`config.mk`:
```
export PLATFORM = sky130hd
export DESIGN_NAME = hux_front
export DESIGN_NICKNAME = d
export VERILOG_FILES = /design/src/design/hux_pkg.sv /design/src/design/hux_front.sv
export SDC_FILE = /design/constraint.sdc
export NUM_CORES = 2
export LEC_CHECK = 0
export ABC_CLOCK_PERIOD_IN_PS = 6500
export BUFFER_PORTS_ARGS = -buffer_cell sky130_fd_sc_hd__buf_2
export CAP_MARGIN = 10
export CELL_PAD_IN_SITES_DETAIL_PLACEMENT = 0
export CELL_PAD_IN_SITES_GLOBAL_PLACEMENT = 2
export CORE_MARGIN = 2
export CORE_UTILIZATION = 35
export DETAILED_ROUTE_END_ITERATION = 7
export GPL_ROUTABILITY_DRIVEN = 0
export PLACE_DENSITY_LB_ADDON = 0.1
export SYNTH_ARGS = -nofsm -noshare
export SYNTH_HDL_FRONTEND = slang
export SYNTH_MEMORY_MAX_BITS = 65536
export SYNTH_SLANG_ARGS = --single-unit
export TNS_END_PERCENT = 100
```
`constraint.sdc`:
```
create_clock -name clk -period 6.5 [get_ports clk]
set_clock_uncertainty 0.15 [all_clocks]
set_input_delay 0.65 -clock clk [delete_from_list [all_inputs] [get_ports clk]]
set_output_delay 0.65 -clock clk [all_outputs]
set_load 0.05 [all_outputs]
```
`src/design/hux_pkg.sv`:
```
// Shared types and constants of the Huffman bit packer.
// Depends on nothing; every module file of the design uses it by scoped names.
package hux_pkg;

  localparam int SYMBOLS      = 128;
  localparam int SYM_W        = 7;
  localparam int CODE_W       = 32;
  localparam int LEN_W        = 6;
  localparam int MAX_CODE_LEN = 32;
  localparam int LEN_CAP      = (MAX_CODE_LEN < CODE_W) ? MAX_CODE_LEN : CODE_W;
  localparam int BYTE_W       = 8;
  localparam int ACC_W        = CODE_W + BYTE_W;
  localparam int PC_W         = 4;
  localparam int Q_DEPTH      = 4;
  localparam int Q_PTR_W      = 2;
  localparam int Q_CNT_W      = 3;

  localparam logic [1:0] ACT_LOAD   = 2'd0;
  localparam logic [1:0] ACT_ENCODE = 2'd1;
  localparam logic [1:0] ACT_FLUSH  = 2'd2;

  typedef struct packed {
    logic [1:0]        action;
    logic [SYM_W-1:0]  symbol;
    logic [LEN_W-1:0]  code_length;
    logic [CODE_W-1:0] code_bits;
  } in_item_t;

  typedef struct packed {
    logic [BYTE_W-1:0] out_byte;
    logic              is_pad_count;
    logic              last_of_run;
  } out_item_t;

  // One queued job: a flush, or a code left-aligned in code_left.
  typedef struct packed {
    logic              is_flush;
    logic [LEN_W-1:0]  len;
    logic [CODE_W-1:0] code_left;
  } job_t;

  typedef struct packed {
    logic full;
    logic empty;
  } q_status_t;

  typedef enum logic [1:0] {
    BK_IDLE,
    BK_SHIFT,
    BK_PAD
  } back_state_t;

endpackage

```
`src/design/hux_front.sv`:
```
// Front end: accepts transactions, owns the code table, and queues jobs.
// Depends on hux_pkg.
module hux_front (
  input  logic                clk,
  input  logic                rst_n,
  input  logic                in_valid,
  output logic                in_stall,
  input  hux_pkg::in_item_t   in_item,
  input  hux_pkg::q_status_t  q_status,
  output logic                push,
  output hux_pkg::job_t       push_job
);

  logic [hux_pkg::LEN_W-1:0]  len_mem [hux_pkg::SYMBOLS];
  logic [hux_pkg::CODE_W-1:0] code_mem [hux_pkg::SYMBOLS];
  logic [hux_pkg::SYMBOLS-1:0] vld_r, vld_nxt;

  logic pend_r, pend_nxt;
  logic pflush_r, pflush_nxt;
  logic rd_vld_r;
  logic [hux_pkg::LEN_W-1:0]  rd_len_r;
  logic [hux_pkg::CODE_W-1:0] rd_code_r;

  logic accept, is_load, is_encode, is_flush;
  logic [hux_pkg::LEN_W-1:0] len_sat, len_eff;

  assign in_stall = pend_r && q_status.full;
  assign accept   = in_valid && !in_stall;

  always_comb begin
    is_load   = 1'b0;
    is_encode = 1'b0;
    is_flush  = 1'b0;
    unique case (in_item.action)
      hux_pkg::ACT_LOAD:   is_load   = 1'b1;
      hux_pkg::ACT_ENCODE: is_encode = 1'b1;
      hux_pkg::ACT_FLUSH:  is_flush  = 1'b1;
      default: ;
    endcase
  end

  // Over-long codes are stored clipped to the supported length.
  assign len_sat = (in_item.code_length > hux_pkg::LEN_W'(hux_pkg::LEN_CAP)) ?
                   hux_pkg::LEN_W'(hux_pkg::LEN_CAP) : in_item.code_length;

  always_ff @(posedge clk) begin
    if (accept && is_load) begin
      len_mem[in_item.symbol]  <= len_sat;
      code_mem[in_item.symbol] <= in_item.code_bits;
    end
    if (accept && is_encode) begin
      rd_len_r  <= len_mem[in_item.symbol];
      rd_code_r <= code_mem[in_item.symbol];
      rd_vld_r  <= vld_r[in_item.symbol];
    end
  end

  always_comb begin
    vld_nxt = vld_r;
    if (accept && is_load) begin
      vld_nxt[in_item.symbol] = 1'b1;
    end
    if (accept && (is_encode || is_flush)) begin
      pend_nxt   = 1'b1;
      pflush_nxt = is_flush;
    end else begin
      pend_nxt   = pend_r && q_status.full;
      pflush_nxt = pflush_r;
    end
  end

  always_ff @(posedge clk) begin
    if (!rst_n) begin
      vld_r    <= '0;
      pend_r   <= 1'b0;
      pflush_r <= 1'b0;
    end else begin
      vld_r    <= vld_nxt;
      pend_r   <= pend_nxt;
      pflush_r <= pflush_nxt;
    end
  end

  // An entry never loaded reads as length zero; zero-length encodes are dropped here.
  assign len_eff = rd_vld_r ? rd_len_r : '0;
  assign push    = pend_r && !q_status.full && (pflush_r || (len_eff != '0));

  always_comb begin
    push_job.is_flush  = pflush_r;
    push_job.len       = len_eff;
    push_job.code_left = rd_code_r << (hux_pkg::LEN_W'(hux_pkg::CODE_W) - len_eff);
  end

endmodule

```
# Word-level counts from Yosys, hierarchy flattened
# Memories as Yosys holds them, arrays and structs flattened. A register that Yosys moved wholly into a read port is not among the register bits.
# Cells that the tools add are included.
# word_totals
reg_bits,131
mem_bits_rw,4864
word_cells,40
n_memories,2
# memory_table
name,depth,word_bits,read_ports,rd_clocked_by_memory_dff,write_ports,line,text
code_mem,128,32,1,1,1,hux_front.sv:15,logic [hux_pkg::CODE_W-1:0] code_mem [hux_pkg::SYMBOLS];
len_mem,128,6,1,1,1,hux_front.sv:14,logic [hux_pkg::LEN_W-1:0] len_mem [hux_pkg::SYMBOLS];
# op_classes
addsub,1
order_cmp,3
eq_ne,2
shift,1
mux,12
n_bitwise,1
reduce_logical,14
# ops
operator,n
$or 128x128->128,1
$shl 32x6->32,1
$mux 6,2
$logic_and 1x1->1,8
$lt 7x8->1 const B,1
$mux 1,8
$bmux 1 s7,1
$demux 1 s7,1
$ge 7x1->1 const B,1
$gt 6x6->1 const B,1
$reduce_bool 6->1,1
$sub 6x6->6 const A,1
$eq 2x1->1 const B,1
$eq 2x2->1 const B,1
$logic_not 1->1,2
$logic_not 2->1,1
$logic_or 1x1->1,2

# Depth between registers and ports, before layout
# depth
word_depth,6
ltp_mapped,13
depth_no_buf,8

# Worst setup path before layout
# Ideal clock, no wire load.
# synth_timing
path_type,input to register
start,in in_item[37] in the netlist's numbering
end,mem len_mem[0][0] in the netlist's numbering (data pin)
t_arrival_ps,3820
t_required_ps,5515
slack_ps,1695
stages,1
path_buffers,0
cell_sequence,nor2b_1
# synth_between
elab_chain_cells,2
# synth_lines
item,line,text
from (decl),hux_front.sv:8,"input hux_pkg::in_item_t in_item,"
$gt 6x6->1,hux_front.sv:43,assign len_sat = (in_item.code_length > hux_pkg::LEN_W'(hux_pkg::LEN_CAP)) ?
$mux 6,hux_front.sv:43,
to (decl),hux_front.sv:14,
# No other way between the ends.

==> impl_metrics.tcl <==
set metrics [dict create \
    grt_usage 0.262 \
    worst_path_max_delay_cell "edfxtp_1" \
    slew_headroom 0.114 \
    crit_path_max_fanout 38 \
    grt_pass1_wl_mm 1010 \
    period_minus_slack_ns 5.83 \
    io_pins 93 \
    die_height_um 746 \
    die_area_um2 556000 \
    cts_buffer_depth 4 \
    tns_ns 0 \
    multi_input_area_um2 39700 \
    ys_ff_latch 5033 \
    seq_area_um2 150000 \
    period_share 0.896 \
    ys.flop_type "edfxtp_1" \
    design_power_total_mw 70.7 \
    finalNonFillerCells 19060 \
    wirelength_mm 750 \
    synth_edf_count 4903 \
    synthesis.nets 10893 \
    place_inst 17985 \
    critical_path_arrival_ns 5.03 \
    crit_family "buffers and inverters" \
    power.density_nw_per_um2 315 \
    cts.sinks 5033 \
    fillers 48820 \
    drive_gt1_frac 0.164 \
    hp-class "input port to flip-flop" \
    vias 115249 \
    cts_root_buffer "clkbuf_16" \
    crit_chain "nand2_2 > buf_4 > ha_1 > inv_2 > mux4_2 > mux2_2 > o22ai_1 > buf_2" \
    r2r-start "pend_r" \
    ys_seq_area_frac 0.778 \
    start_util 0.351 \
    cts_tree "done" \
    cap_viol_max_count 0 \
    nets 11383 \
    syn_area_per_cell_um2 17.8 \
    slowest_delay_ns 0.67 \
    overflow 0 \
    status "completed" \
    wl_per_cell_um 39.4 \
    die_w_um 746 \
    grt_pass1_vias 112696 \
    drc 0 \
    synth_top_area_cell "edfxtp_1" \
    numPortBuffers 91 \
    first_pass_iters 6 \
    startpoint "rd_len_r[0]" \
    timing.reg2reg.setup_slack_ns 2.10 \
    synthArstFlopShare 0 \
    grt_max_degree 129 \
    numCtsBuffers 558 \
    core_area_um2 548000 \
    rsz0062_at_grt "no" \
    required_ns 5.70 \
    synth_area_leaders "edfxtp_1, a221oi_1, mux2i_1" \
    dp_hpwl_mm 442 \
    ant_nets 0 \
    setup_viol 0 \
    rows 272 \
    p_leak_nw 71.0 \
    setup.worst_path.start_class "flip-flop" \
    antenna_found_initial 79 \
    hold_viol_final 0 \
    r2r_end "code_mem[89][30]" \
    reg2reg_depth 8 \
    syn_to_final_growth_pct 16.6 \
    drv_slew 0 \
    htree_levels 6 \
    drt_iter0_drc 14293 \
    ys.warnings.count 0 \
    clk_transition_reported_paths_ns 0.06 \
    ys_types 80 \
    timing.hold.ws_ns 0.124 \
    end_kind "output pin" \
    cp_num_buf_inv 3 \
    path_depth 8 \
    vias_per_cell 6.05 \
    synthesis.area_um2 193000 \
    crit_type "flip-flop to output pin" \
    max_freq_mhz 172 \
    yosys.area.top_type_share 0.764 \
    critPathCapture "push_job[27]" \
    syn_inst 10837 \
    worst_slew_pin_slew_ns 1.32 \
    ir_worst_vdd_mv 0.315 \
    clk_latency_ns 1.10 \
]
registers in the layout (all words and copies together) (netlist names):
signal and cells:
code_mem 4096, len_mem 768, vld_r 128, rd_code_r 32
rd_len_r 6, pend_r 1, pflush_r 1, rd_vld_r 1
worst min-delay path, delay by kind of cell:
kind                   cells  cell delay [ns]
buffers and inverters      2             0.28
AND/OR/NAND/NOR            1             0.12
cells by family (layout without fill, tap and decap cells):
group	Yosys count	in the layout	synth area share
xor gates and xnor gates	5	5	0.000266
AOI/OAI and AO/OA	3196	3196	0.127
and+or+nand+nor	928	928	0.0228
other	0	34	0
muxes	780	780	0.0493
DFF	5033	5033	0.778
adders and majority gates	4	4	0.000260
buffers and inverters	891	1819	0.0227
synth_stat cells, types with 14 or more instances:
cell	instances
buf_1	58
nor2b_1	21
a32oi_1	15
a211oi_1	37
o31a_1	28
o21ai_1	26
a22o_1	121
nor3_1	69
nor3b_1	27
o2111ai_1	41
a22oi_1	322
o221ai_1	75
o31ai_1	36
mux2_2	94
o211ai_1	67
o22ai_1	351
a221o_1	117
nor4_1	29
nor2_1	429
mux2i_1	560
nand3b_1	18
a21oi_1	280
buf_4	116
edfxtp_1	4903
o21ai_0	260
o22a_1	48
a221oi_1	1032
o211a_1	15
buf_6	14
buf_2	393
nand2b_1	37
a2111oi_0	33
mux4_2	126
o21a_1	144
o2bb2ai_1	66
dfxtp_1	130
and3_1	33
clkbuf_1	294
nand2_1	176
a31oi_1	17
layer usage:
metal | track usage | share of wire
met1 | 0.372 | 0.43
met3 | 0.0461 | 0.077
met2 | 0.412 | 0.46
met5 | 0 | 0.00021
met4 | 0.0752 | 0.032
power breakdown:
part	leakage [nW]	internal (mW)	switching (mW)
Combinational	16.9	1.14	3.40
Sequential	45.6	35.6	0.0429
Clock	8.48	17.6	12.9
repair_timing:
action,4_1_cts,5_1_grt
hold buffers,42,0
gates resized for setup,0,0
endpoints found under the hold margin,1493,0
buffers inserted,0,0
how the worst min path moves through the flow:
stage / startpoint / to / slack, ns / cells after the start
detailed placement: vld_r[10] / vld_r[10] / 0.30 / 1
finish: in_item[33] / len_mem[111][1] / 0.12 / 3
global route: in_item[33] / len_mem[111][1] / 0.11 / 3
CTS: in_item[32] / len_mem[43][0] / 0.07 / 3
floorplan: vld_r[0] / vld_r[0] / 0.29 / 1
global placement: vld_r[76] / vld_r[76] / 0.30 / 1
placed cells by master, fill, tap and decap left out, types with 28 or more instances in the layout:
cell           instances
edfxtp_1            4903
a221oi_1            1032
clkbuf_16            581
mux2i_1              560
buf_4                504
o22ai_1              351
a22oi_1              322
nor2_1               297
a21oi_1              276
o21ai_0              260
buf_12               175
nand2_1              166
clkbuf_1             153
o21a_1               144
nor2_4               133
dfxtp_1              130
mux4_2               126
a22o_1               121
a221o_1              117
clkinv_1             117
mux2_2                94
o221ai_1              75
nor3_1                68
o211ai_1              67
clkinv_2              67
o2bb2ai_1             66
buf_2                 52
o22a_1                48
dlygate4sd3_1         42
o2111ai_1             41
a211oi_1              37
diode_2               34
o31ai_1               34
nand2b_1              33
and3_1                32
buf_6                 29
o31a_1                28
cell type report:
type,count,share of cell area
timing repair buffer,806,0.0372
clock inverter,245,0.00885
tap,7261,0.0405
sequential,5033,0.667
clock buffer,753,0.0685
antenna,34,0.000379
inverter,15,0.000362
multi-input combinational,4913,0.177
stage by stage:
stage               utilization  instance area (um2)  setup WS (ns)
floorplan                     -               193000           1.69
global placement          0.377               207000          0.154
detailed placement        0.377               207000           1.30
CTS                       0.409               224000          0.591
global route              0.409               224000          0.460
finish                    0.410               225000          0.675
No activity file was read; power rests on OpenSTA's default activity.
