===== src/design/hux_pkg.sv =====
// Shared types and constants of the Huffman bit packer.
// Depends on nothing; every module file of the design uses it by scoped names.
package hux_pkg;

  localparam int SYMBOLS      = 128;
  localparam int SYM_W        = 7;
  localparam int CODE_W       = 32;
  localparam int LEN_W        = 6;
  localparam int MAX_CODE_LEN = 32;
  localparam int LEN_CAP      = (MAX_CODE_LEN < CODE_W) ? MAX_CODE_LEN : CODE_W;
  localparam int BYTE_W       = 8;
  localparam int ACC_W        = CODE_W + BYTE_W;
  localparam int PC_W         = 4;
  localparam int Q_DEPTH      = 4;
  localparam int Q_PTR_W      = 2;
  localparam int Q_CNT_W      = 3;

  localparam logic [1:0] ACT_LOAD   = 2'd0;
  localparam logic [1:0] ACT_ENCODE = 2'd1;
  localparam logic [1:0] ACT_FLUSH  = 2'd2;

  typedef struct packed {
    logic [1:0]        action;
    logic [SYM_W-1:0]  symbol;
    logic [LEN_W-1:0]  code_length;
    logic [CODE_W-1:0] code_bits;
  } in_item_t;

  typedef struct packed {
    logic [BYTE_W-1:0] out_byte;
    logic              is_pad_count;
    logic              last_of_run;
  } out_item_t;

  // One queued job: a flush, or a code left-aligned in code_left.
  typedef struct packed {
    logic              is_flush;
    logic [LEN_W-1:0]  len;
    logic [CODE_W-1:0] code_left;
  } job_t;

  typedef struct packed {
    logic full;
    logic empty;
  } q_status_t;

  typedef enum logic [1:0] {
    BK_IDLE,
    BK_SHIFT,
    BK_PAD
  } back_state_t;

endpackage


===== src/design/hux_back.sv =====
// Back end: merges codes into the pending bits and sends bytes and pad counts.
// Depends on hux_pkg.
module hux_back (
  input  logic                clk,
  input  logic                rst_n,
  input  hux_pkg::q_status_t  q_status,
  input  hux_pkg::job_t       head,
  output logic                pop,
  output logic                out_valid,
  input  logic                out_stall,
  output hux_pkg::out_item_t  out_item
);

  hux_pkg::back_state_t state_r, state_nxt;

  logic [hux_pkg::ACC_W-1:0]  acc_r, acc_nxt;
  logic [hux_pkg::LEN_W-1:0]  cnt_r, cnt_nxt;
  logic [hux_pkg::BYTE_W-1:0] pb_r, pb_nxt;
  logic [hux_pkg::PC_W-1:0]   pc_r, pc_nxt;
  logic [hux_pkg::PC_W-1:0]   pad_r, pad_nxt;
  logic                       out_valid_r, out_valid_nxt;
  hux_pkg::out_item_t         out_item_r, out_item_nxt;

  logic                       can_emit, emit, short_code, tail_run;
  hux_pkg::out_item_t         emit_item;
  logic [hux_pkg::LEN_W-1:0]  total;
  logic [hux_pkg::ACC_W-1:0]  joined;

  assign can_emit = !out_valid_r || !out_stall;

  // Pending bits and the new code, both left-aligned, joined into one word.
  assign total  = hux_pkg::LEN_W'(pc_r) + head.len;
  assign joined = {pb_r, {hux_pkg::CODE_W{1'b0}}} |
                  ({head.code_left, {hux_pkg::BYTE_W{1'b0}}} >> pc_r);
  assign short_code = (total <= hux_pkg::LEN_W'(hux_pkg::BYTE_W));
  assign tail_run   = (cnt_r <= hux_pkg::LEN_W'(2 * hux_pkg::BYTE_W));

  always_comb begin
    state_nxt = state_r;
    unique case (state_r)
      hux_pkg::BK_IDLE: begin
        if (!q_status.empty) begin
          if (head.is_flush) begin
            if (can_emit) begin
              state_nxt = hux_pkg::BK_PAD;
            end
          end else if (!short_code) begin
            state_nxt = hux_pkg::BK_SHIFT;
          end
        end
      end
      hux_pkg::BK_SHIFT: begin
        if (can_emit && tail_run) begin
          state_nxt = hux_pkg::BK_IDLE;
        end
      end
      hux_pkg::BK_PAD: begin
        if (can_emit) begin
          state_nxt = hux_pkg::BK_IDLE;
        end
      end
      default: state_nxt = hux_pkg::BK_IDLE;
    endcase
  end

  always_comb begin
    pop       = 1'b0;
    emit      = 1'b0;
    emit_item = '0;
    acc_nxt   = acc_r;
    cnt_nxt   = cnt_r;
    pb_nxt    = pb_r;
    pc_nxt    = pc_r;
    pad_nxt   = pad_r;
    unique case (state_r)
      hux_pkg::BK_IDLE: begin
        if (!q_status.empty) begin
          if (head.is_flush) begin
            if (can_emit) begin
              pop                = 1'b1;
              emit               = 1'b1;
              emit_item.out_byte = pb_r;
              pad_nxt            = hux_pkg::PC_W'(hux_pkg::BYTE_W) - pc_r;
              pb_nxt             = '0;
              pc_nxt             = '0;
            end
          end else begin
            pop     = 1'b1;
            acc_nxt = joined;
            cnt_nxt = total;
            if (short_code) begin
              pb_nxt = joined[hux_pkg::ACC_W-1 -: hux_pkg::BYTE_W];
              pc_nxt = total[hux_pkg::PC_W-1:0];
            end
          end
        end
      end
      hux_pkg::BK_SHIFT: begin
        if (can_emit) begin
          emit                  = 1'b1;
          emit_item.out_byte    = acc_r[hux_pkg::ACC_W-1 -: hux_pkg::BYTE_W];
          emit_item.last_of_run = tail_run;
          acc_nxt               = acc_r << hux_pkg::BYTE_W;
          cnt_nxt               = cnt_r - hux_pkg::LEN_W'(hux_pkg::BYTE_W);
          if (tail_run) begin
            pb_nxt = acc_r[hux_pkg::ACC_W-hux_pkg::BYTE_W-1 -: hux_pkg::BYTE_W];
            pc_nxt = hux_pkg::PC_W'(cnt_r - hux_pkg::LEN_W'(hux_pkg::BYTE_W));
          end
        end
      end
      hux_pkg::BK_PAD: begin
        if (can_emit) begin
          emit                   = 1'b1;
          emit_item.out_byte     = hux_pkg::BYTE_W'(pad_r);
          emit_item.is_pad_count = 1'b1;
          emit_item.last_of_run  = 1'b1;
        end
      end
      default: ;
    endcase
  end

  always_comb begin
    out_item_nxt  = out_item_r;
    out_valid_nxt = out_valid_r;
    if (emit) begin
      out_valid_nxt = 1'b1;
      out_item_nxt  = emit_item;
    end else if (!out_stall) begin
      out_valid_nxt = 1'b0;
    end
  end

  always_ff @(posedge clk) begin
    acc_r      <= acc_nxt;
    cnt_r      <= cnt_nxt;
    pad_r      <= pad_nxt;
    out_item_r <= out_item_nxt;
  end

  always_ff @(posedge clk) begin
    if (!rst_n) begin
      state_r     <= hux_pkg::BK_IDLE;
      pb_r        <= '0;
      pc_r        <= '0;
      out_valid_r <= 1'b0;
    end else begin
      state_r     <= state_nxt;
      pb_r        <= pb_nxt;
      pc_r        <= pc_nxt;
      out_valid_r <= out_valid_nxt;
    end
  end

  assign out_valid = out_valid_r;
  assign out_item  = out_item_r;

endmodule


===== config.mk =====
export PLATFORM = sky130hd
export DESIGN_NAME = hux_back
export DESIGN_NICKNAME = d
export VERILOG_FILES = /design/src/design/hux_pkg.sv /design/src/design/hux_back.sv
export SDC_FILE = /design/constraint.sdc
export NUM_CORES = 1
export LEC_CHECK = 0
export BUFFER_PORTS_ARGS = -buffer_cell sky130_fd_sc_hd__buf_2
export CAP_MARGIN = 20
export CORE_MARGIN = 2
export CORE_UTILIZATION = 45
export DETAILED_ROUTE_END_ITERATION = 8
export GPL_TIMING_DRIVEN = 0
export SYNTH_ARGS = -nofsm -noshare
export SYNTH_HDL_FRONTEND = slang
export SYNTH_SLANG_ARGS = --single-unit

===== constraint.sdc =====
create_clock -name clk -period 7.8 [get_ports clk]
set_clock_uncertainty 0.2 [all_clocks]
set_input_delay 1.95 -clock clk [delete_from_list [all_inputs] [get_ports clk]]
set_output_delay 1.95 -clock clk [all_outputs]
set_load 0.05 [all_outputs]

# Yosys cells after proc, flatten, opt, wreduce, memory -nomap -nowiden
# Index checks and enable logic that the tools add are counted.
[word_totals]
ff_bits = 75
inputBits = 44
[op_classes]
n_addsub = 3
order_cmp = 2
n_eq_ne = 12
n_shift = 1
n_mux = 46
n_bitwise = 2
n_reduce_logical = 11
[ops]
columns = ["operator", "count"]
rows = [
  ["$mux W40", 3],
  ["$mux W8", 10],
  ["$pmux W40 S2", 1],
  ["$or A40 B40 Y40", 1],
  ["$shr A40 B4 Y40", 1],
  ["$mux W4", 6],
  ["$mux W6", 4],
  ["$pmux W8 S3", 1],
  ["$pmux W8 S2", 1],
  ["$mux W2", 6],
  ["$ne A2 B2 Y1 const B", 6],
  ["$pmux W6 S2", 1],
  ["$mux W1", 9],
  ["$ne A3 B3 Y1 const B", 3],
  ["$pmux W4 S2", 1],
  ["$reduce_and A4 Y1", 2],
  ["$add A4 B6 Y6", 1],
  ["$le A6 B4 Y1 const B", 1],
  ["$le A6 B5 Y1 const B", 1],
  ["$pmux W2 S3", 1],
  ["$reduce_and A6 Y1", 1],
  ["$sub A6 B4 Y6 const B", 1],
  ["$reduce_and A5 Y1", 1],
  ["$pmux W1 S2", 2],
  ["other kinds (11)", 12],
]

# Depth between registers and ports, before layout
[depth]
word_depth = 7
depth_mapped = 9

# Worst setup path before layout
# OpenSTA, ideal clock, no wires.
[synth_path]
kind = "input to output"
from = "in out_stall"
to = "out pop"
arrival_ns = 2.977
t_required_ns = 5.650
path_slack_ns = 2.673
stages = 3
path_cell_list = "nand2_1 > inv_1 > a21oi_1"
[synth_via]
elab_chain_cells = 6
[synth_rtl]
columns = ["item", "line", "text"]
rows = [
  ["start: declaration", "hux_back.sv:10", "input logic out_stall,"],
  ["$logic_not A1 Y1", "--", ""],
  ["$logic_or A1 B1 Y1", "hux_back.sv:29", "assign can_emit = !out_valid_r || !out_stall;"],
  ["$mux W1", "hux_back.sv:79", "if (can_emit) begin"],
  ["$mux W1", "hux_back.sv:78", "if (head.is_flush) begin"],
  ["$mux W1", "hux_back.sv:77", "if (!q_status.empty) begin"],
  ["$mux W1", "hux_back.sv:75", "unique case (state_r)"],
  ["end: declaration", "hux_back.sv:8", "output logic pop,"],
]
# Every way passes these cells.

# Final worst setup path
# Ends and elaborated chain as after synthesis.

==> reports/results.ini <==
[power]
p_leak_uw = 0.002354
ir_drop_uv = 307.4
p_per_area_mw_per_mm2 = 521.2

[floorplan]
die_height_um = 111.6
dieArea_mm2 = 0.01246
rows = 39
coreArea_mm2 = 0.01137
initial_core_util_pct = 45.83
die_x_um = 111.6
pin_count = 56

[final_layout]
postLayoutCoreUtil_pct = 52.78
fill_cells = 1047
final_layout_size_suffix_gt1_share_pct = 24.07
nNetsFinal = 640
syn2layout_area_growth_pct = 15.15
final_cell_area_mm2 = 0.006001
antenna_cells = 0

[synth]
syn_avg_cell_area_um2 = 10.02
syn_nets = 575
synth_commonest_cells = 93 x nand2_1, 60 x edfxtp_1, 56 x o21ai_0
yosys_most_used_dff = edfxtp_1
synth_simple_gate_area_share_pct = 13.57
synthArstFlopShare_pct = 0
synth_xor_area_share_pct = 1.008
synth.distinct_cells = 62
synth_area_mm2 = 0.005211
yosys_warnings = 0
synth_top_area_cell = edfxtp_1
yosysMostFrequentCell = nand2_1
yosys-top-cells-area = edfxtp_1 35%, mux4_2 8.2%, nand2_1 6.7%
synth-seq-cells = 75
synth_top_area_share_pct = 34.57
syn_inst = 520
synth_compound_area_share_pct = 19.69
synth_top_family_by_area = compound AO/OA/AOI/OAI gates
yosys.area_share.adder_pct = 2.785
synth_edf_count = 60
ys_seq_area_share_pct = 40.34
yosys-mux-area-fraction_pct = 16.93

[setup_path]
rr_endpoint = acc_r[32]$_DFFE_PP_
crit_path_max_fanout = 7
rrSetupSlack_ns = 4.64
crit_required_ns = 5.65
critPathLaunch = out_stall
cp-start-kind = input port
endpoint_kind = output pin
rr_startpoint = state_r[1]$_SDFFE_PN0P_
critPathKind = in -> out
crit_arrival_ns = 2.82
endpoint = pop
reg2regPathDepth = 7

[routing]
drc = 0
via_per_inst = 5.982
num_vias = 4385
wl_per_cell_um = 19.40
dr.pass1.iters = 5
drt_iter0_drc = 340
ant_nets = 0
drt_wl_total_um = 14220

[place]
placed_cell_area_mm2 = 0.005675
dp_hpwl_um = 10940
io_buffers = 53
gp_congestion = 0.9103

[sta]
hold_slack_ns = 0.3292
hold_viol = 0
rsz0062_at_grt = no
slew_viol_final = 0
setup_tns_ns = 0
finalWorstPathRequiredPeriod_ns = 4.974
tightest_slew_ns = 0.8058
maxSlewHeadroom_pct = 46.08
setup_violations = 0
fin_crit_sh_pct = 63.76
fmax_mhz = 201.1

[cts]
cts_buffers = 9
clkSinkCount = 75
htree_levels = 3
cts-resized-gates = 0
clk_path_buf_depth = 2
clk_latency_ns = 0.34
path_clk_slew_ns = 0.06
cts_tree = yes
holdBufCountCts = 0
cts-root-buf = clkbuf_16
cts_setup_buffers = 0

[grt]
grt_pass1_vias = 4173
overflow = 0
grt_start_max_net_pins = 33
grt.total_usage_pct = 22.98
grt_pass1_wl_um = 22490
antenna_found_initial = 0

[hold_path]
hold_path.class = reg -> reg

[run]
cap_violations = 0

[outcome]
status = complete, no violations

per-stage QoR:
stage	std cells	total power, uW	setup WS, ns
after floorplan	520	2173	2.673
after global placement	716	2616	2.871
after detailed placement	717	2648	2.843
after CTS	733	3112	2.837
after global routing	733	3320	2.756
final	733	3127	2.826
worst min-delay path by stage:
stage | from | to | slack (ns) | cells after the start
2_1_floorplan | pc_r[0]$_SDFFE_PN0P_ | pad_r[0]$_DFFE_PP_ | 0.24 | 0
5_1_grt | pb_r[5]$_SDFFE_PN0P_ | pb_r[5]$_SDFFE_PN0P_ | 0.33 | 2
6_report | pb_r[5]$_SDFFE_PN0P_ | pb_r[5]$_SDFFE_PN0P_ | 0.33 | 2
4_1_cts | pb_r[5]$_SDFFE_PN0P_ | pb_r[5]$_SDFFE_PN0P_ | 0.32 | 2
3_5_place_dp | pb_r[5]$_SDFFE_PN0P_ | pb_r[5]$_SDFFE_PN0P_ | 0.31 | 2
3_3_place_gp | pb_r[5]$_SDFFE_PN0P_ | pb_r[5]$_SDFFE_PN0P_ | 0.29 | 2
flip-flops by register name (all words and copies together) (netlist names):
register / flops
acc_r: 40
out_item: 10
pb_r: 8
cnt_r: 6
pad_r: 4
pc_r: 4
state_r: 2
out_valid: 1
report_power, final:
part | switching, uW | internal [uW] | total (uW) | leakage [uW]
registers | 90.3 | 752 | 842 | 0.000692
clock network | 169 | 289 | 458 | 0.000163
logic | 1150 | 678 | 1830 | 0.00150
final cells by class:
class | count | area (um2) | share of cell area, %
tap | 143 | 178.9 | 2.982
sequential | 75 | 2102 | 35.03
clock buffer | 10 | 239.0 | 3.982
timing repair buffer | 54 | 285.3 | 4.754
multi-input combinational | 392 | 2813 | 46.87
clock inverter | 6 | 86.33 | 1.439
buffer | 40 | 247.7 | 4.128
inverter | 13 | 48.80 | 0.8132
cells by family (layout without fill, tap and decap cells):
group,count (synthesis),after routing
muxes,63,63
xor gates and xnor gates,6,6
adders and majority gates,11,11
DFF,75,75
AOI/OAI and AO/OA,148,148
and+or+nand+nor,164,164
buffers and inverters,53,123
worst max-delay path, stage by stage:
cell	delay (ns)
buf_2	0.10
nand2_1	0.20
inv_1	0.15
a21oi_1	0.16
buf_2	0.27
placed cells by master (no fill, tap or decap), types with 13 or more instances in the layout:
cell type / Yosys / final
dfxtp_1: 15 / 15
mux4_2: 19 / 19
a21oi_1: 25 / 25
nor2_1: 32 / 32
o21ai_0: 56 / 56
mux2i_1: 33 / 33
nand2_1: 93 / 93
buf_2: 8 / 61
edfxtp_1: 60 / 60
clkbuf_1: 14 / 14
nand3_1: 13 / 13
layer usage:
| metal | global-route usage (%) | routed length (um) |
|---|---|---|
| met5 | 0 | 0 |
| met4 | 6.914 | 221 |
| met3 | 3.702 | 834 |
| met2 | 34.67 | 6366 |
| met1 | 34.29 | 6799 |
Power figures use the tool's default switching activity.
