===== config.mk =====
export PLATFORM = sky130hd
export DESIGN_NAME = hux_queue
export DESIGN_NICKNAME = d
export VERILOG_FILES = /design/src/design/hux_pkg.sv /design/src/design/hux_queue.sv
export SDC_FILE = /design/constraint.sdc
export NUM_CORES = 1
export LEC_CHECK = 0
export ABC_CLOCK_PERIOD_IN_PS = 2400
export BUFFER_PORTS_ARGS = -buffer_cell sky130_fd_sc_hd__buf_2
export CAP_MARGIN = 25
export CORE_ASPECT_RATIO = 1.2
export CORE_MARGIN = 2
export CORE_UTILIZATION = 40
export CTS_CLUSTER_SIZE = 14
export DETAILED_ROUTE_END_ITERATION = 10
export PLACE_DENSITY_LB_ADDON = 0.05
export SKIP_CTS_REPAIR_TIMING = 1
export SYNTH_ARGS = -nofsm -noshare
export SYNTH_HDL_FRONTEND = slang
export SYNTH_SLANG_ARGS = --single-unit

===== constraint.sdc =====
create_clock -name clk -period 2.4 [get_ports clk]
set_input_delay 0 -clock clk [delete_from_list [all_inputs] [get_ports clk]]
set_output_delay 0 -clock clk [all_outputs]
set_load 0.03 [all_outputs]

===== src/design/hux_pkg.sv =====
// Shared types and constants of the Huffman bit packer.
// Depends on nothing; every module file of the design uses it by scoped names.
package hux_pkg;

  localparam int SYMBOLS      = 128;
  localparam int SYM_W        = 7;
  localparam int CODE_W       = 32;
  localparam int LEN_W        = 6;
  localparam int MAX_CODE_LEN = 32;
  localparam int LEN_CAP      = (MAX_CODE_LEN < CODE_W) ? MAX_CODE_LEN : CODE_W;
  localparam int BYTE_W       = 8;
  localparam int ACC_W        = CODE_W + BYTE_W;
  localparam int PC_W         = 4;
  localparam int Q_DEPTH      = 4;
  localparam int Q_PTR_W      = 2;
  localparam int Q_CNT_W      = 3;

  localparam logic [1:0] ACT_LOAD   = 2'd0;
  localparam logic [1:0] ACT_ENCODE = 2'd1;
  localparam logic [1:0] ACT_FLUSH  = 2'd2;

  typedef struct packed {
    logic [1:0]        action;
    logic [SYM_W-1:0]  symbol;
    logic [LEN_W-1:0]  code_length;
    logic [CODE_W-1:0] code_bits;
  } in_item_t;

  typedef struct packed {
    logic [BYTE_W-1:0] out_byte;
    logic              is_pad_count;
    logic              last_of_run;
  } out_item_t;

  // One queued job: a flush, or a code left-aligned in code_left.
  typedef struct packed {
    logic              is_flush;
    logic [LEN_W-1:0]  len;
    logic [CODE_W-1:0] code_left;
  } job_t;

  typedef struct packed {
    logic full;
    logic empty;
  } q_status_t;

  typedef enum logic [1:0] {
    BK_IDLE,
    BK_SHIFT,
    BK_PAD
  } back_state_t;

endpackage


===== src/design/hux_queue.sv =====
// Small job queue between the front end and the bit packer back end.
// Depends on hux_pkg.
module hux_queue (
  input  logic                clk,
  input  logic                rst_n,
  input  logic                push,
  input  hux_pkg::job_t       push_job,
  input  logic                pop,
  output hux_pkg::job_t       head,
  output hux_pkg::q_status_t  q_status
);

  hux_pkg::job_t entry_r [hux_pkg::Q_DEPTH];
  logic [hux_pkg::Q_PTR_W-1:0] wr_ptr_r, wr_ptr_nxt;
  logic [hux_pkg::Q_PTR_W-1:0] rd_ptr_r, rd_ptr_nxt;
  logic [hux_pkg::Q_CNT_W-1:0] cnt_r, cnt_nxt;

  always_ff @(posedge clk) begin
    if (push) begin
      entry_r[wr_ptr_r] <= push_job;
    end
  end

  always_comb begin
    wr_ptr_nxt = push ? wr_ptr_r + hux_pkg::Q_PTR_W'(1) : wr_ptr_r;
    rd_ptr_nxt = pop  ? rd_ptr_r + hux_pkg::Q_PTR_W'(1) : rd_ptr_r;
    cnt_nxt    = cnt_r;
    if (push && !pop) begin
      cnt_nxt = cnt_r + hux_pkg::Q_CNT_W'(1);
    end else if (pop && !push) begin
      cnt_nxt = cnt_r - hux_pkg::Q_CNT_W'(1);
    end
  end

  always_ff @(posedge clk) begin
    if (!rst_n) begin
      wr_ptr_r <= '0;
      rd_ptr_r <= '0;
      cnt_r    <= '0;
    end else begin
      wr_ptr_r <= wr_ptr_nxt;
      rd_ptr_r <= rd_ptr_nxt;
      cnt_r    <= cnt_nxt;
    end
  end

  assign head           = entry_r[rd_ptr_r];
  assign q_status.full  = (cnt_r == hux_pkg::Q_CNT_W'(hux_pkg::Q_DEPTH));
  assign q_status.empty = (cnt_r == '0);

endmodule


---- Word level (Yosys, flattened, before mapping) ----
Memories as Yosys holds them, arrays and structs flattened. A register that Yosys moved wholly into a read port is not among the register bits.
Index checks and enable logic that the tools add are counted.
cells by class
  reductions and logical operators ........ 6
  mux-type cells .......................... 6
  eq/ne operators ......................... 1
  add/subtract/negate cells ............... 4
operators by type and width
  operator                                          count
  two-way mux 3 bit                                 2
  adder 2 x 1 -> 2 bit, second input constant       2
  two-way mux 2 bit                                 2
  adder 3 x 1 -> 3 bit, second input constant       1
  == test 3 bit, second input constant              1
  logical NOT 3 bit                                 1
  subtractor 3 x 1 -> 3 bit, second input constant  1
  logical AND 1 bit                                 2
  logical NOT 1 bit                                 2
  two-way mux 1 bit                                 2
  nonzero test 2 bit                                1
word-level totals
  word-level logic and storage cells ...... 21
  bits in writable memories ............... 156
  output and inout port bits .............. 41
  bits of input ports ..................... 43
  memories kept ........................... 1
  register bits after elaboration ......... 7
memories
  name     depth  width  rd ports  clocked after Yosys merged registers in  write ports  line             text
  entry_r  4      39     1         1                                        1            hux_queue.sv:13  hux_pkg::job_t entry_r [hux_pkg::Q_DEPTH];

---- Depth between registers and ports, before layout ----
Gate-level depths: netlist of run 1.
  word-level depth ........................ 4
  depth in mapped cells ................... 7
  gate-level depth less buffers ........... 7

---- Worst setup path after synthesis of run 1 ----
Ideal clock, no wire load.
  kind .................................... register to register
  from .................................... register wr_ptr_r[0] (netlist name)
  to ...................................... memory entry_r[2][0] (netlist name) (enable)
  stages on the path, launching flop included .. 4
  arrival time ............................ 1.487 ns
  setup time .............................. 0.400 ns
  required time ........................... 2.000 ns
  setup slack ............................. 0.513 ns
  path buffers ............................ 0
  clock period less this slack ............ 1.887 ns
  path through ............................ dfxtp_1 inv_1 ha_1 and2_1
RTL lines
  item                      line             text
  start: declaration        hux_queue.sv:14  logic [hux_pkg::Q_PTR_W-1:0] wr_ptr_r, wr_ptr_nxt;
  start signal: assignment  hux_queue.sv:41  wr_ptr_r <= wr_ptr_nxt;
  end: declaration          hux_queue.sv:13
No word-level cell before the write port.

==> results_dict.tcl, run 1 <==
set metrics [dict create \
    initial_utilization 0.407 \
    yosysWarningCount 0 \
    synth_top_cell_by_area "edfxtp_1" \
    final_hold_viol_count 0 \
    final_critical_path_setup_slack_ps 420 \
    part_of_the_cycle_the_worst_path_needs 0.825 \
    grt_pass1_vias 2969 \
    synth.yosys.seq_area_share 0.802 \
    io_pins 84 \
    worstSetupPathDepth 3 \
    antenna_cells_inserted 0 \
    max_freq_mhz 505 \
    pwr_density_cell_nw_per_um2 862 \
    leakage_nw 2.66 \
    area_of_the_mapped_netlist_um2 6060 \
    crit_buf_inv 2 \
    finalWirelength_um 10900 \
    timing.slew.headroom 0.751 \
    core_area_um2 14900 \
    globalplace.congestion 0.690 \
    antenna_violating_nets_remaining 0 \
    timing.final.setup_violations 0 \
    critPathArrivalTime_ps 1980 \
    chip_width_um 116 \
    drt_first_pass_iters 3 \
    numClockSinks 165 \
    ff_latch_area_um2 4870 \
    tritoncts "done" \
    outcome "finished clean" \
    cts_inserted_buffers 17 \
    final.min_clock_period_ps 1980 \
    worst_hold_path.num_cells 2 \
    drv_slew 0 \
    crit_path_category "register to primary output" \
    post_detailed_route_drc_marker_count 0 \
    worstSetupEndpoint "head[19]" \
    routed_wire_length_per_instance_um 17.9 \
    post-dp-hpwl_um 6390 \
    h-tree-depth 4 \
    critical_path.top_delay_family "multiplexers" \
    cts_buffer_depth 2 \
    placementRows 49 \
    grt_antenna_before_repair 0 \
    timing.rr.end "entry_r[0][32]" \
    crit_required_ps 2400 \
    yosysTopAreaCellShare 0.773 \
    area.growth.synth_to_final_pct 28.4 \
    worst_path_largest_cell_delay_ps 560 \
    avgViaCountPerCell 4.74 \
    gr-total-overflow 0 \
    ff2ff_setup_slack_ps 850 \
    final_net_count 438 \
    ys_top_cells_by_area "edfxtp_1 (77%), mux4_2 (14%), dfxtp_1 (3.0%), ha_1 (1.0%), and2_1 (0.93%)" \
    grt_first_pass_wirelength_um 16600 \
    route.vias.total 2874 \
    holdCritPathClass "input pin to register" \
    setup-tns-final_ps 0 \
    worst_setup_path_end_kind "primary output" \
    timing.hold.worst.start "push_job[9]" \
    drv_cap 0 \
    n_fill_cell 1204 \
    critPathSlowestCell "mux4_2" \
    worst_flop_to_flop_path_startpoint "wr_ptr_r[0]" \
    drt_iter0_drc 145 \
    worstMarginPinSlew_ps 374 \
    worstPathCellList "buf_12, mux4_2, buf_2" \
    ys_ff_latch 165 \
    cts_root_buf "clkbuf_16" \
    reg2reg_depth 4 \
    pin_count_of_the_biggest_net_entering_global_routing 40 \
    critical_path_fanout_max 29 \
    detailedPlace.worstSlack_ps 809 \
    clock_latency_ps 420 \
    postSynthNetCount 295 \
    vdd_ir_drop_max_uv 495 \
    port-buffer-count 83 \
    design.die.area_um2 16200 \
    multi_input_comb_area_um2 1130 \
    grt_setup_unrepaired "false" \
    cts.clk_slew.worst_paths_ps 60 \
    critical_path.startpoint_type "register" \
    final_layout_size_suffix_gt1_frac 0.413 \
    maximum_clock_skew_at_final_layout_ps 6.20 \
    post_synthesis_cell_count 246 \
    die_h_um 139 \
    avgSynthCellArea_um2 24.6 \
    ys_types 21 \
    grt_usage 0.144 \
]
==> flip-flops by register name, summed over array words and instances (netlist names), named ones only <==
register	count
rd_ptr_r	2
wr_ptr_r	2
cnt_r	3
entry_r	156
==> report_power, final <==
| group | internal (mW) | total, mW | switching (mW) |
|---|---|---|---|
| logic | 0.348 | 0.838 | 0.490 |
| registers | 3.30 | 3.36 | 0.0587 |
| clock network | 1.43 | 2.51 | 1.09 |
| total | 5.08 | 6.71 | 1.64 |
==> worst reg2reg max path, stage by stage (launching register included) <==
cell and delay [ps]:
dfxtp_1 350, inv_1 90, ha_1 130, and2_2 360, buf_12 280
==> metrics by stage <==
stage	cells	util	area [µm²]	hold slack [ps]	power [mW]
after CTS	564	0.494	7360	-235	6.76
after global placement	532	0.457	6800	212	4.22
after detailed placement	532	0.457	6800	218	4.23
after global routing	606	0.523	7780	314	6.99
after floorplan	246	-	6060	98.9	3.95
final	606	0.523	7780	324	6.71
==> final cells by class <==
type                    instances  area share
flip-flops and latches        165       0.626
clock buffers                  17      0.0546
well taps                     204      0.0328
clock inverters                15      0.0174
repair buffers                132       0.122
inverters                       4     0.00193
multi-input cells              69       0.146
==> routing by layer <==
metal  vias to the layer above  wire length (µm)  global-route usage
met1                      1476              4560               0.173
met5                         -                 0                   0
met4                         0               225              0.0683
li1                       1317                 -                   -
met3                        19               470              0.0555
met2                        62              5610               0.229
==> synthesized netlist by cell type (all sizes together) <==
library cell,instances
edfxtp,156
mux4,39
and2,9
dfxtp,9
buf,6
ha,5
inv,4
xor2,3
clkbuf,2
mux2i,2
nor2b,2
xnor2,2
a21boi,1
fa,1
nand2,1
nor3,1
nor3b,1
o21ai,1
or3,1
==> kinds of logic (layout without fill, tap and decap cells) <==
| kind of cell | count (synthesis) | count (layout) | share of synthesized area |
|---|---|---|---|
| AO/OA/AOI/OAI | 2 | 2 | 0.00206 |
| AND/OR/NAND/NOR | 15 | 15 | 0.0151 |
| buffers and inverters | 12 | 168 | 0.0116 |
| flip-flops | 165 | 165 | 0.802 |
| XOR/XNOR | 5 | 5 | 0.00722 |
| adder cells (fa/ha/maj) | 6 | 6 | 0.0136 |
| multiplexers | 41 | 41 | 0.148 |
==> layout by cell type (no fill, tap or decap), types with 5 or more instances in the layout <==
cell	instances
clkbuf_16	17
buf_2	83
and2_1	5
edfxtp_1	156
clkinvlp_4	7
ha_1	5
dlygate4sd3_1	42
buf_12	5
mux4_2	39
dfxtp_1	7
==> how the worst min path moves through the flow <==
stage | to
final | entry_r[0][9]
after global routing | entry_r[2][9]
after CTS | entry_r[2][9]
after detailed placement | entry_r[1][30]
after global placement | entry_r[3][9]
after floorplan | entry_r[0][0]
Power figures use the tool's default switching activity.
==> inputs of run 2 (changes only) <==
--- a/config.mk
+++ b/config.mk
@@ -5,7 +5,7 @@
 export SDC_FILE = /design/constraint.sdc
 export NUM_CORES = 1
 export LEC_CHECK = 0
-export ABC_CLOCK_PERIOD_IN_PS = 2400
+export ABC_CLOCK_PERIOD_IN_PS = 2080
 export BUFFER_PORTS_ARGS = -buffer_cell sky130_fd_sc_hd__buf_2
 export CAP_MARGIN = 25
 export CORE_ASPECT_RATIO = 1.2
==> constraint.sdc (replaced) <==
create_clock -name clk -period 2.08 [get_ports clk]
set_input_delay 0 -clock clk [delete_from_list [all_inputs] [get_ports clk]]
set_output_delay 0 -clock clk [all_outputs]
set_load 0.03 [all_outputs]
==> run 2 against run 1 <==
Count of clock-buffer cells in the layout did not move. Via count rose by 0.90%. Utilization increased by 0.17 points. First-iteration DRC count down 2.8%. Final cell count is 0.50% higher. Wire length is 1.9% lower. Combinational power grew 16%. Sequential share of layout area decreased by 0.20 points. Critical path type unchanged.
==> results_dict.tcl, run 2 (synthesis gave the netlist of run 1 again) <==
set metrics [dict create \
    h-tree-depth 4 \
    final.min_clock_period_ps 1880 \
    port-buffer-count 83 \
    cts.clk_slew.worst_paths_ps 70 \
    clock_latency_ps 430 \
    critPathSlowestCell "mux4_2" \
    setup-tns-final_ps 0 \
    drt_iter0_drc 141 \
    layout_commonest_cell "edfxtp_1" \
    worst_path_largest_cell_delay_ps 520 \
    finalWirelength_um 10700 \
    ff_latch_area_um2 4870 \
    largest_register_ff_count 156 \
    final_critical_path_setup_slack_ps 205 \
    die_h_um 139 \
    chip_width_um 116 \
    drt_first_pass_iters 4 \
    route.met2.wl_um 5130 \
    worstMarginPinSlew_ps 389 \
    critical_path.startpoint_type "register" \
    grt_first_pass_wirelength_um 16400 \
    worst_hold_slack_ps 317 \
    grt_antenna_before_repair 0 \
    numClockSinks 165 \
    route.vias.total 2900 \
    final_layout_size_suffix_gt1_frac 0.420 \
    critPathArrivalTime_ps 1880 \
    grt_usage 0.143 \
    pin_count_of_the_biggest_net_entering_global_routing 40 \
    globalplace.congestion 0.665 \
    dp_cells 535 \
    leakage_nw 2.70 \
    crit_path_category "register to primary output" \
    initial_utilization 0.407 \
    placed_area_um2 6810 \
    post-dp-hpwl_um 6340 \
    layout_top_registers "entry_r (156), cnt_r (3)" \
    timing.slew.headroom 0.741 \
    cts_root_buf "clkbuf_16" \
    multi_input_comb_area_um2 1130 \
    io_pins 84 \
    holdCritPathClass "input pin to register" \
    tritoncts "done" \
    timing.final.setup_violations 0 \
    detailedPlace.worstSlack_ps 551 \
    instances_no_fill 609 \
    final_net_count 441 \
    vdd_ir_drop_max_uv 561 \
    top_signal_layer_used "met4" \
    register_with_the_highest_flop_count "entry_r" \
    max_freq_mhz 533 \
    grt_pass1_vias 2927 \
    gr-total-overflow 0 \
    routed_wire_length_per_instance_um 17.5 \
    mostFrequentLayoutCells "edfxtp_1 (156), buf_2 (83), dlygate4sd3_1 (42)" \
    core_area_um2 14900 \
    cts_buffer_depth 2 \
    routed-wl-met3_um 560 \
    crit_required_ps 2080 \
    grt_setup_unrepaired "false" \
    met1_length_um 4780 \
    design.die.area_um2 16200 \
    area.growth.synth_to_final_pct 28.8 \
    final_hold_viol_count 0 \
    placementRows 49 \
    final_cell_area_um2 7810 \
    n_fill_cell 1217 \
    post_detailed_route_drc_marker_count 0 \
    worst_setup_path_end_kind "primary output" \
    pwr_density_cell_nw_per_um2 1000 \
    worstPathCellList "buf_12, mux4_2, buf_2" \
    drv_slew 0 \
    cts_inserted_buffers 17 \
    drv_cap 0 \
    antenna_violating_nets_remaining 0 \
    avgViaCountPerCell 4.76 \
    critical_path_fanout_max 17 \
    maximum_clock_skew_at_final_layout_ps 4.81 \
    outcome "finished clean" \
    part_of_the_cycle_the_worst_path_needs 0.901 \
    antenna_cells_inserted 0 \
]
==> run 2: area by class of cell <==
type / count / area share
Clock buffer: 17 / 0.0545
Clock inverter: 15 / 0.0192
Inverter: 4 / 0.00192
Multi-Input combinational cell: 69 / 0.145
Sequential cell: 165 / 0.624
Tap cell: 204 / 0.0327
Timing Repair Buffer: 135 / 0.123
==> run 2: metrics by stage <==
step | utilization | power (mW)
final | 0.524 | 7.85
after global routing | 0.524 | 8.16
after CTS | 0.496 | 7.91
after detailed placement | 0.457 | 4.88
after global placement | 0.457 | 4.87
after floorplan | - | 4.56
==> run 2: layer usage <==
layer / up-vias / track usage
met2: 67 / 0.211
met4: 0 / 0.0620
li1: 1326 / -
met3: 15 / 0.0533
met5: - / 0
met1: 1492 / 0.190
==> run 2: path summary, 6_finish.rpt <==
kind | slack (ps) | endpoint | start | cells after the start
worst max register to register | 570 | cnt_r[2] | cnt_r[0] | 4
worst min register to register | 510 | cnt_r[2] | cnt_r[2] | 2
worst min-delay path | 320 | entry_r[1][9] | push_job[9] | 2
worst max-delay path | 200 | head[31] | register | 3
==> run 2: critical path: cells and delay by family, from the launching register on <==
family	cells	cell delay (ps)
flops	1	490
buf+inv	2	420
mux	1	520
==> run 2: where the power goes <==
part / internal [mW] / leakage, nW / total (mW) / switching (mW)
Combinational: 0.405 / 0.913 / 0.975 / 0.570
Clock: 1.60 / 0.283 / 3.01 / 1.40
Sequential: 3.81 / 1.51 / 3.87 / 0.0576
